--- src/rtl/rpg_pkg.sv ---
`timescale 1ns / 1ps
// ----------------------------------------------------------------------------
// rpg_pkg: shared types and constants of the permutation generator
// Field widths, request kinds and the status bundle of the remainder unit.
// ----------------------------------------------------------------------------
package rpg_pkg;

  localparam int DEFAULT_MAX_LEN = 256;
  // entries beyond this are never addressed: the length register is 8 bits
  localparam int POOL_LIMIT      = 256;
  localparam int LEN_W           = 8;
  localparam int WORD_W          = 31;
  localparam int ELEM_W          = 8;
  localparam int CMP_W           = 9;

  typedef enum logic {
    KIND_START = 1'b0,
    KIND_DRAW  = 1'b1
  } kind_t;

  typedef struct packed {
    logic busy;
    logic done;
  } div_status_t;

endpackage

--- src/rtl/rpg_mod_unit.sv ---
`timescale 1ns / 1ps
// ----------------------------------------------------------------------------
// rpg_mod_unit: bit-serial remainder unit
// Restoring reduction of the random word by the live pool count, one word
// bit per cycle, MSB first.
// ----------------------------------------------------------------------------
module rpg_mod_unit
  import rpg_pkg::*;
#(
  parameter int REM_W = 9
) (
  input  logic              clk,
  input  logic              rst,
  input  logic              load,
  input  logic [WORD_W-1:0] dividend,
  input  logic [REM_W-1:0]  divisor,
  output div_status_t       status,
  output logic [REM_W-1:0]  rem
);

  localparam int CNT_W = $clog2(WORD_W);
  localparam logic [CNT_W-1:0] LAST_CNT = CNT_W'(WORD_W - 1);

  logic [WORD_W-1:0] word_sr;
  logic [CNT_W-1:0]  cnt;
  logic              active;
  logic              done;
  logic [REM_W:0]    trial;
  logic              fits;

  assign trial = {rem, word_sr[WORD_W-1]};
  assign fits  = trial >= {1'b0, divisor};

  always_ff @(posedge clk) begin
    if (rst) begin
      active <= 1'b0;
      done   <= 1'b0;
      cnt    <= '0;
    end else begin
      done <= 1'b0;
      if (load && !active) begin
        active <= 1'b1;
        cnt    <= '0;
      end else if (active) begin
        cnt <= cnt + 1'b1;
        if (cnt == LAST_CNT) begin
          active <= 1'b0;
          done   <= 1'b1;
        end
      end
    end
  end

  always_ff @(posedge clk) begin
    if (load && !active) begin
      word_sr <= dividend;
      rem     <= '0;
    end else if (active) begin
      word_sr <= {word_sr[WORD_W-2:0], 1'b0};
      // shifted remainder stays below twice the divisor
      if (fits) begin
        rem <= REM_W'(trial - {1'b0, divisor});
      end else begin
        rem <= trial[REM_W-1:0];
      end
    end
  end

  assign status.busy = active;
  assign status.done = done;

endmodule

--- src/rtl/random_permutation_generator.sv ---
`timescale 1ns / 1ps
// ----------------------------------------------------------------------------
// random_permutation_generator: Fisher-Yates (Durstenfeld) shuffle
// Draw: accept loads the bit-serial remainder unit; states S_RD_R and S_RD_TOP
//   then read the pool, and S_WRITE writes it on its one read, one write port.
// Start and a draw on an empty pool are taken in idle; empty draw strobes done next cycle.
// One item at a time; busy is high while a draw is in flight.
// Results are strobed on done for one cycle; the receiver cannot stall.
// Reset (rst, synchronous) empties the pool and clears the length register.
// ----------------------------------------------------------------------------
module random_permutation_generator
  import rpg_pkg::*;
#(
  parameter int MAX_LEN = DEFAULT_MAX_LEN
) (
  input  logic              clk,
  input  logic              rst,
  input  logic              start,
  output logic              busy,
  input  logic              kind,
  input  logic [WORD_W-1:0] random_word,
  input  logic              cfg_wr_en,
  input  logic [LEN_W-1:0]  cfg_wr_data,
  output logic              done,
  output logic [ELEM_W-1:0] position,
  output logic [ELEM_W-1:0] element,
  output logic              last,
  output logic              exhausted
);

  localparam int POOL_DEPTH = (MAX_LEN < POOL_LIMIT) ? MAX_LEN : POOL_LIMIT;
  localparam int IDX_W      = $clog2(POOL_DEPTH);
  localparam int REM_W      = $clog2(POOL_DEPTH + 1);

  typedef enum logic [4:0] {
    S_IDLE   = 5'b00001,
    S_DIV    = 5'b00010,
    S_RD_R   = 5'b00100,
    S_RD_TOP = 5'b01000,
    S_WRITE  = 5'b10000
  } state_t;

  state_t state, state_next;

  logic [LEN_W-1:0]      perm_length;
  logic [REM_W-1:0]      remaining;
  logic [POOL_DEPTH-1:0] marks;
  logic [ELEM_W-1:0]     pool [POOL_DEPTH];
  logic [ELEM_W-1:0]     rd_data;
  logic [IDX_W-1:0]      rd_addr;
  logic [ELEM_W-1:0]     picked;
  logic [ELEM_W-1:0]     moved;

  logic                  accept;
  logic                  div_load;
  div_status_t           div_status;
  logic [REM_W-1:0]      div_rem;
  logic [IDX_W-1:0]      r_idx;
  logic [IDX_W-1:0]      top_idx;
  logic [REM_W-1:0]      top;
  logic [CMP_W-1:0]      len_ext;
  logic [REM_W-1:0]      start_count;

  assign accept   = start && !busy;
  assign busy     = (state != S_IDLE);
  assign div_load = accept && (kind == KIND_DRAW) && (remaining != '0);

  assign top     = remaining - 1'b1;
  assign top_idx = top[IDX_W-1:0];
  assign r_idx   = div_rem[IDX_W-1:0];
  assign rd_addr = (state == S_RD_TOP) ? top_idx : r_idx;

  // unwritten entries hold their own index
  assign moved = marks[top_idx] ? rd_data : ELEM_W'(top_idx);

  assign len_ext     = CMP_W'(perm_length);
  assign start_count = (len_ext > CMP_W'(POOL_DEPTH)) ? REM_W'(POOL_DEPTH)
                                                      : REM_W'(len_ext);

  rpg_mod_unit #(
    .REM_W(REM_W)
  ) u_mod (
    .clk     (clk),
    .rst     (rst),
    .load    (div_load),
    .dividend(random_word),
    .divisor (remaining),
    .status  (div_status),
    .rem     (div_rem)
  );

  always_comb begin
    state_next = state;
    unique case (state)
      S_IDLE:   if (div_load) state_next = S_DIV;
      S_DIV:    if (div_status.done) state_next = S_RD_R;
      S_RD_R:   state_next = S_RD_TOP;
      S_RD_TOP: state_next = S_WRITE;
      S_WRITE:  state_next = S_IDLE;
      default:  state_next = S_IDLE;
    endcase
  end

  always_ff @(posedge clk) begin
    if (rst) begin
      state       <= S_IDLE;
      perm_length <= '0;
      remaining   <= '0;
      marks       <= '0;
      done        <= 1'b0;
    end else begin
      state <= state_next;
      done  <= 1'b0;
      if (cfg_wr_en) begin
        perm_length <= cfg_wr_data;
      end
      if (accept && (kind == KIND_START)) begin
        marks     <= '0;
        remaining <= start_count;
      end
      if (accept && (kind == KIND_DRAW) && (remaining == '0)) begin
        done <= 1'b1;
      end
      if (state == S_WRITE) begin
        marks[r_idx] <= 1'b1;
        remaining    <= top;
        done         <= 1'b1;
      end
    end
  end

  // pool memory: one read, one write port
  always_ff @(posedge clk) begin
    rd_data <= pool[rd_addr];
    if (state == S_WRITE) begin
      pool[r_idx] <= moved;
    end
  end

  always_ff @(posedge clk) begin
    if (state == S_RD_TOP) begin
      picked <= marks[r_idx] ? rd_data : ELEM_W'(r_idx);
    end
  end

  always_ff @(posedge clk) begin
    if (accept && (kind == KIND_DRAW) && (remaining == '0)) begin
      position  <= '0;
      element   <= '0;
      last      <= 1'b0;
      exhausted <= 1'b1;
    end else if (state == S_WRITE) begin
      position  <= ELEM_W'(top_idx);
      element   <= picked;
      last      <= (top == '0);
      exhausted <= 1'b0;
    end
  end

  a_done_idle: assert property (@(posedge clk) disable iff (rst)
    done |-> !busy)
    else $error("result strobed while a draw is in flight");

  a_exh_zero: assert property (@(posedge clk) disable iff (rst)
    (done && exhausted) |-> (position == '0 && element == '0 && !last))
    else $error("exhausted result carries nonzero fields");

  a_draw_busy: assert property (@(posedge clk) disable iff (rst)
    div_load |=> (busy && div_status.busy))
    else $error("draw accepted but remainder unit not running");

  a_remaining_drop: assert property (@(posedge clk) disable iff (rst)
    (state == S_WRITE) |=> (remaining == $past(remaining) - 1'b1))
    else $error("pool count did not shrink by one");

endmodule
--- config.mk ---
export PLATFORM = sky130hd
export DESIGN_NAME = random_permutation_generator
export DESIGN_NICKNAME = d
export VERILOG_FILES = /design/src/rtl/rpg_pkg.sv /design/src/rtl/rpg_mod_unit.sv /design/src/rtl/random_permutation_generator.sv
export SDC_FILE = /design/constraint.sdc
export NUM_CORES = 2
export LEC_CHECK = 0
export CORE_ASPECT_RATIO = 0.6
export CORE_MARGIN = 2
export CORE_UTILIZATION = 35
export CTS_CLUSTER_DIAMETER = 40
export DETAILED_ROUTE_END_ITERATION = 10
export DONT_BUFFER_PORTS = 1
export PLACE_DENSITY_LB_ADDON = 0.1
export SLEW_MARGIN = 0
export SYNTH_ARGS = -nofsm -noshare
export SYNTH_HDL_FRONTEND = slang
export SYNTH_SLANG_ARGS = --single-unit
--- constraint.sdc ---
create_clock -name clk -period 11.8 [get_ports clk]
set_clock_uncertainty 0.05 [all_clocks]
set_input_delay 2.36 -clock clk [delete_from_list [all_inputs] [get_ports clk]]
set_output_delay 2.36 -clock clk [all_outputs]
set_load 0.02 [all_outputs]
==> results by group <==
STA
  • Min cycle time layout: 6.87 ns
  • Tcrit/Tclk final: 0.582
  • Final hold violation count: 0
  • Worst slew margin relative to its limit: 0.0715
  • Worst Tran Pin Value: 1.39 ns
  • Final Max Slew Viols: 0
  • Fmax: 0.146 GHz
  • Setup violators final: 0
  • Hold WS: 0.426 ns
  • RSZ-0062 raised after global routing: no

Drt
  • DRT Pass-1 Iters: 6
  • Routed WL: 323000 um
  • Post-route ant nets: 0
  • DR iter-0 viols: 7013
  • Drt wl/cell: 31.7 um
  • Drt drc: 0
  • DR vias/cell: 5.66
  • Vias: 57.5k

Synthesis
  • Syn Nets: 6268
  • Syn Area/Cell: 15.6 um2
  • Sequential share of the synthesized area: 0.715
  • Synth unique cells: 63
  • Post-synth top area share: 0.649
  • Area contributors post-synth: edfxtp_1, mux2i_1, dfxtp_1, mux4_2, o22ai_1
  • Yosys warning total: 0
  • Most used flip-flop cell after synthesis: edfxtp_1
  • Mapped Area: 96600 um2
  • Async SR Flop Fraction: 0
  • Number of synthesized flops with an enable pin: 2087
  • Post-Syn Instances: 6210
  • Yosys reg bits: 2408
  • Top cell type by total area after synthesis: edfxtp_1

Floorplanning
  • I/O pins: 64
  • Row count: 149
  • Die Span Y: 411 um
  • Initial core utilization: 0.352
  • Die W: 682 um
  • Placeable Area: 275000 um2
  • Area of the die: 280000 um2

Worst setup path
  • CP top delay family: multiplexers
  • Critical Path Fanout Max: 48
  • Crit path capture type: flip-flop
  • CP Buf/Inv Count: 4
  • R2R depth: 12
  • CP Data Arrival Time: 7.39 ns
  • R2R Path Start: remaining[0]
  • Critical Path Max Stage Delay: 0.85 ns
  • Worst path required time: 12.32 ns
  • Crit-path slowest cell: ha_4
  • R2R Path End: pool[29][5]
  • Critical-path cell list: inv_1, ha_4, buf_4, mux4_2, mux4_2, mux4_2, or3b_1, o21ai_2, nor2_2, mux2i_4, buf_4, buf_4
  • Crit path kind: reg2reg
  • R2r setup slk: 4.93 ns
  • Startpoint Class: flip-flop

CTS
  • Worst skew pair latency: 0.86 ns
  • CTS tree: done
  • CTS clk-pin slew, worst paths: 0.06 ns
  • H-tree depth: 5
  • CTS Buf Count: 285
  • CTS sink cnt: 2408
  • Longest Clk Path Bufs: 4
  • Post-CTS resize count: 0
  • Root Buffer: clkbuf_16
  • Hold_buf cts: 0
  • Post-CTS setup buffers: 0

Placed design
  • HPWL Detailed: 194000 um
  • Port Buffers: 0
  • Placer Congestion: 0.828

Final layout
  • Area growth syn-to-layout: 14.5%
  • Final nets: 6288
  • Multi-input gate area: 25900 um2
  • Layout Utilization: 0.403
  • Layout cells sized above 1: 0.139
  • Sequential standard cell area: 69100 um2
  • Fillers: 25.1k

GRT
  • Number of global-route vias before repair: 54.2k
  • Largest net degree at the start of global routing: 280
  • Global route total overflow: 0
  • Antenna violations before repair: 22
  • GRT Overall Usage: 0.225
  • First-pass GRT wire length: 447000 um

Hold path
  • Type of the worst min-delay path: reg2reg
  • Hold Startpoint: u_mod.rem[8]
  • Hold Path Cell Cnt: 2
  • Sink of the worst hold path: u_mod.rem[8]

Pwr
  • Maximum VDD drop: 0.197 mV
  • Pwr dens: 235 nW/um2
  • Pwr Total: 26.0 mW
  • Lkg Pwr: 36.5 nW

Outcome
  • Status: finished clean

Flow run
  • Max_cap viols: 0
[flip-flops by register name, summed over array words and instances (netlist names), 5 cells and up]
| signal | cells |
|---|---|
| element | 8 |
| marks | 256 |
| perm_length | 8 |
| picked | 8 |
| pool | 2048 |
| position | 8 |
| rd_data | 8 |
| remaining | 9 |
| state | 5 |
| u_mod.cnt | 5 |
| u_mod.rem | 9 |
| u_mod.word_sr | 31 |
[worst register-to-register path, stage by stage (launching register included)]
cell and delay [ns]:
dfxtp_4 0.50, inv_1 0.24, ha_4 0.85, buf_4 0.64, mux4_2 0.48, mux4_2 0.58, mux4_2 0.55, or3b_1 0.42
o21ai_2 0.12, nor2_2 0.26, mux2i_4 0.59, buf_4 0.58, buf_4 0.66
[synth_stat cells, types with 29 or more instances]
| cell | count |
|---|---|
| nand2_1 | 62 |
| buf_1 | 32 |
| buf_2 | 127 |
| mux4_2 | 166 |
| clkbuf_1 | 232 |
| edfxtp_1 | 2087 |
| o22ai_1 | 481 |
| mux2i_1 | 976 |
| o21ai_0 | 148 |
| o21a_1 | 75 |
| mux2_2 | 39 |
| nor3_1 | 149 |
| buf_4 | 37 |
| nor4_1 | 29 |
| nor2_1 | 576 |
| nand3_1 | 83 |
| dfxtp_1 | 321 |
| a21oi_1 | 343 |
[worst max path at each step]
stage	start	to	cells after the start
6_report	remaining[0]	pool[29][5]	12
5_1_grt	remaining[0]	pool[29][5]	12
4_1_cts	remaining[0]	pool[191][3]	11
3_5_place_dp	remaining[0]	pool[190][3]	11
3_3_place_gp	remaining[0]	rd_data[0]	11
2_1_floorplan	remaining[0]	pool[0][6]	14
[kinds of logic after synthesis]
kind of cell,count (synthesis),synth area share
xor+xnor,14,0.00127
compound gates,1149,0.0711
buf+inv,456,0.0209
simple gates,985,0.0450
fa+ha+maj,14,0.00189
mux,1184,0.145
flops,2408,0.715
[cell usage in the layout (no fill, tap or decap), drive strengths merged, types with 63 or more instances in the layout]
| cell type | count |
|---|---|
| clkbuf | 360 |
| nand3 | 83 |
| nand2 | 63 |
| buf | 163 |
| o21a | 75 |
| dfxtp | 321 |
| edfxtp | 2087 |
| nor2 | 579 |
| a21oi | 345 |
| nor3 | 150 |
| o21ai | 152 |
| o22ai | 481 |
| clkinv | 82 |
| mux4 | 166 |
| inv | 72 |
| mux2i | 976 |
[layout make-up]
cell class,count,share of cell area
Antenna cell,6,0.000136
Multi-Input combinational cell,3346,0.234
Tap cell,3699,0.0418
Clock buffer,360,0.0715
Sequential cell,2408,0.624
Timing Repair Buffer,163,0.0128
Clock inverter,158,0.0140
Inverter,26,0.000882
[through the flow]
step / TNS, ns / instance area, um2 / cells / setup slack, ns
after floorplan: -535.88 / 96600 / 6210 / -0.472
after global placement: 0 / 101000 / 9637 / 4.46
after detailed placement: 0 / 101000 / 9640 / 4.77
after CTS: 0 / 111000 / 10200 / 4.76
after global routing: 0 / 111000 / 10200 / 4.71
final: 0 / 111000 / 10200 / 4.93
[metal layers]
metal | vias to the layer above | wire (um) | track usage | share of wire
met2 | 2420 | 128000 | 0.301 | 0.40
met4 | 2 | 5990 | 0.0429 | 0.019
met3 | 368 | 28900 | 0.0591 | 0.090
met5 | - | 12 | 0 | 0.000037
li1 | 24500 | - | - | -
met1 | 30200 | 159000 | 0.360 | 0.49
[power breakdown]
part           switching, mW  internal [mW]  leakage, nW
sequential             0.114           9.98         21.0
combinational           5.08           1.96         10.9
clock                   3.72           5.19         4.61
No activity file was read; power rests on OpenSTA's default activity.
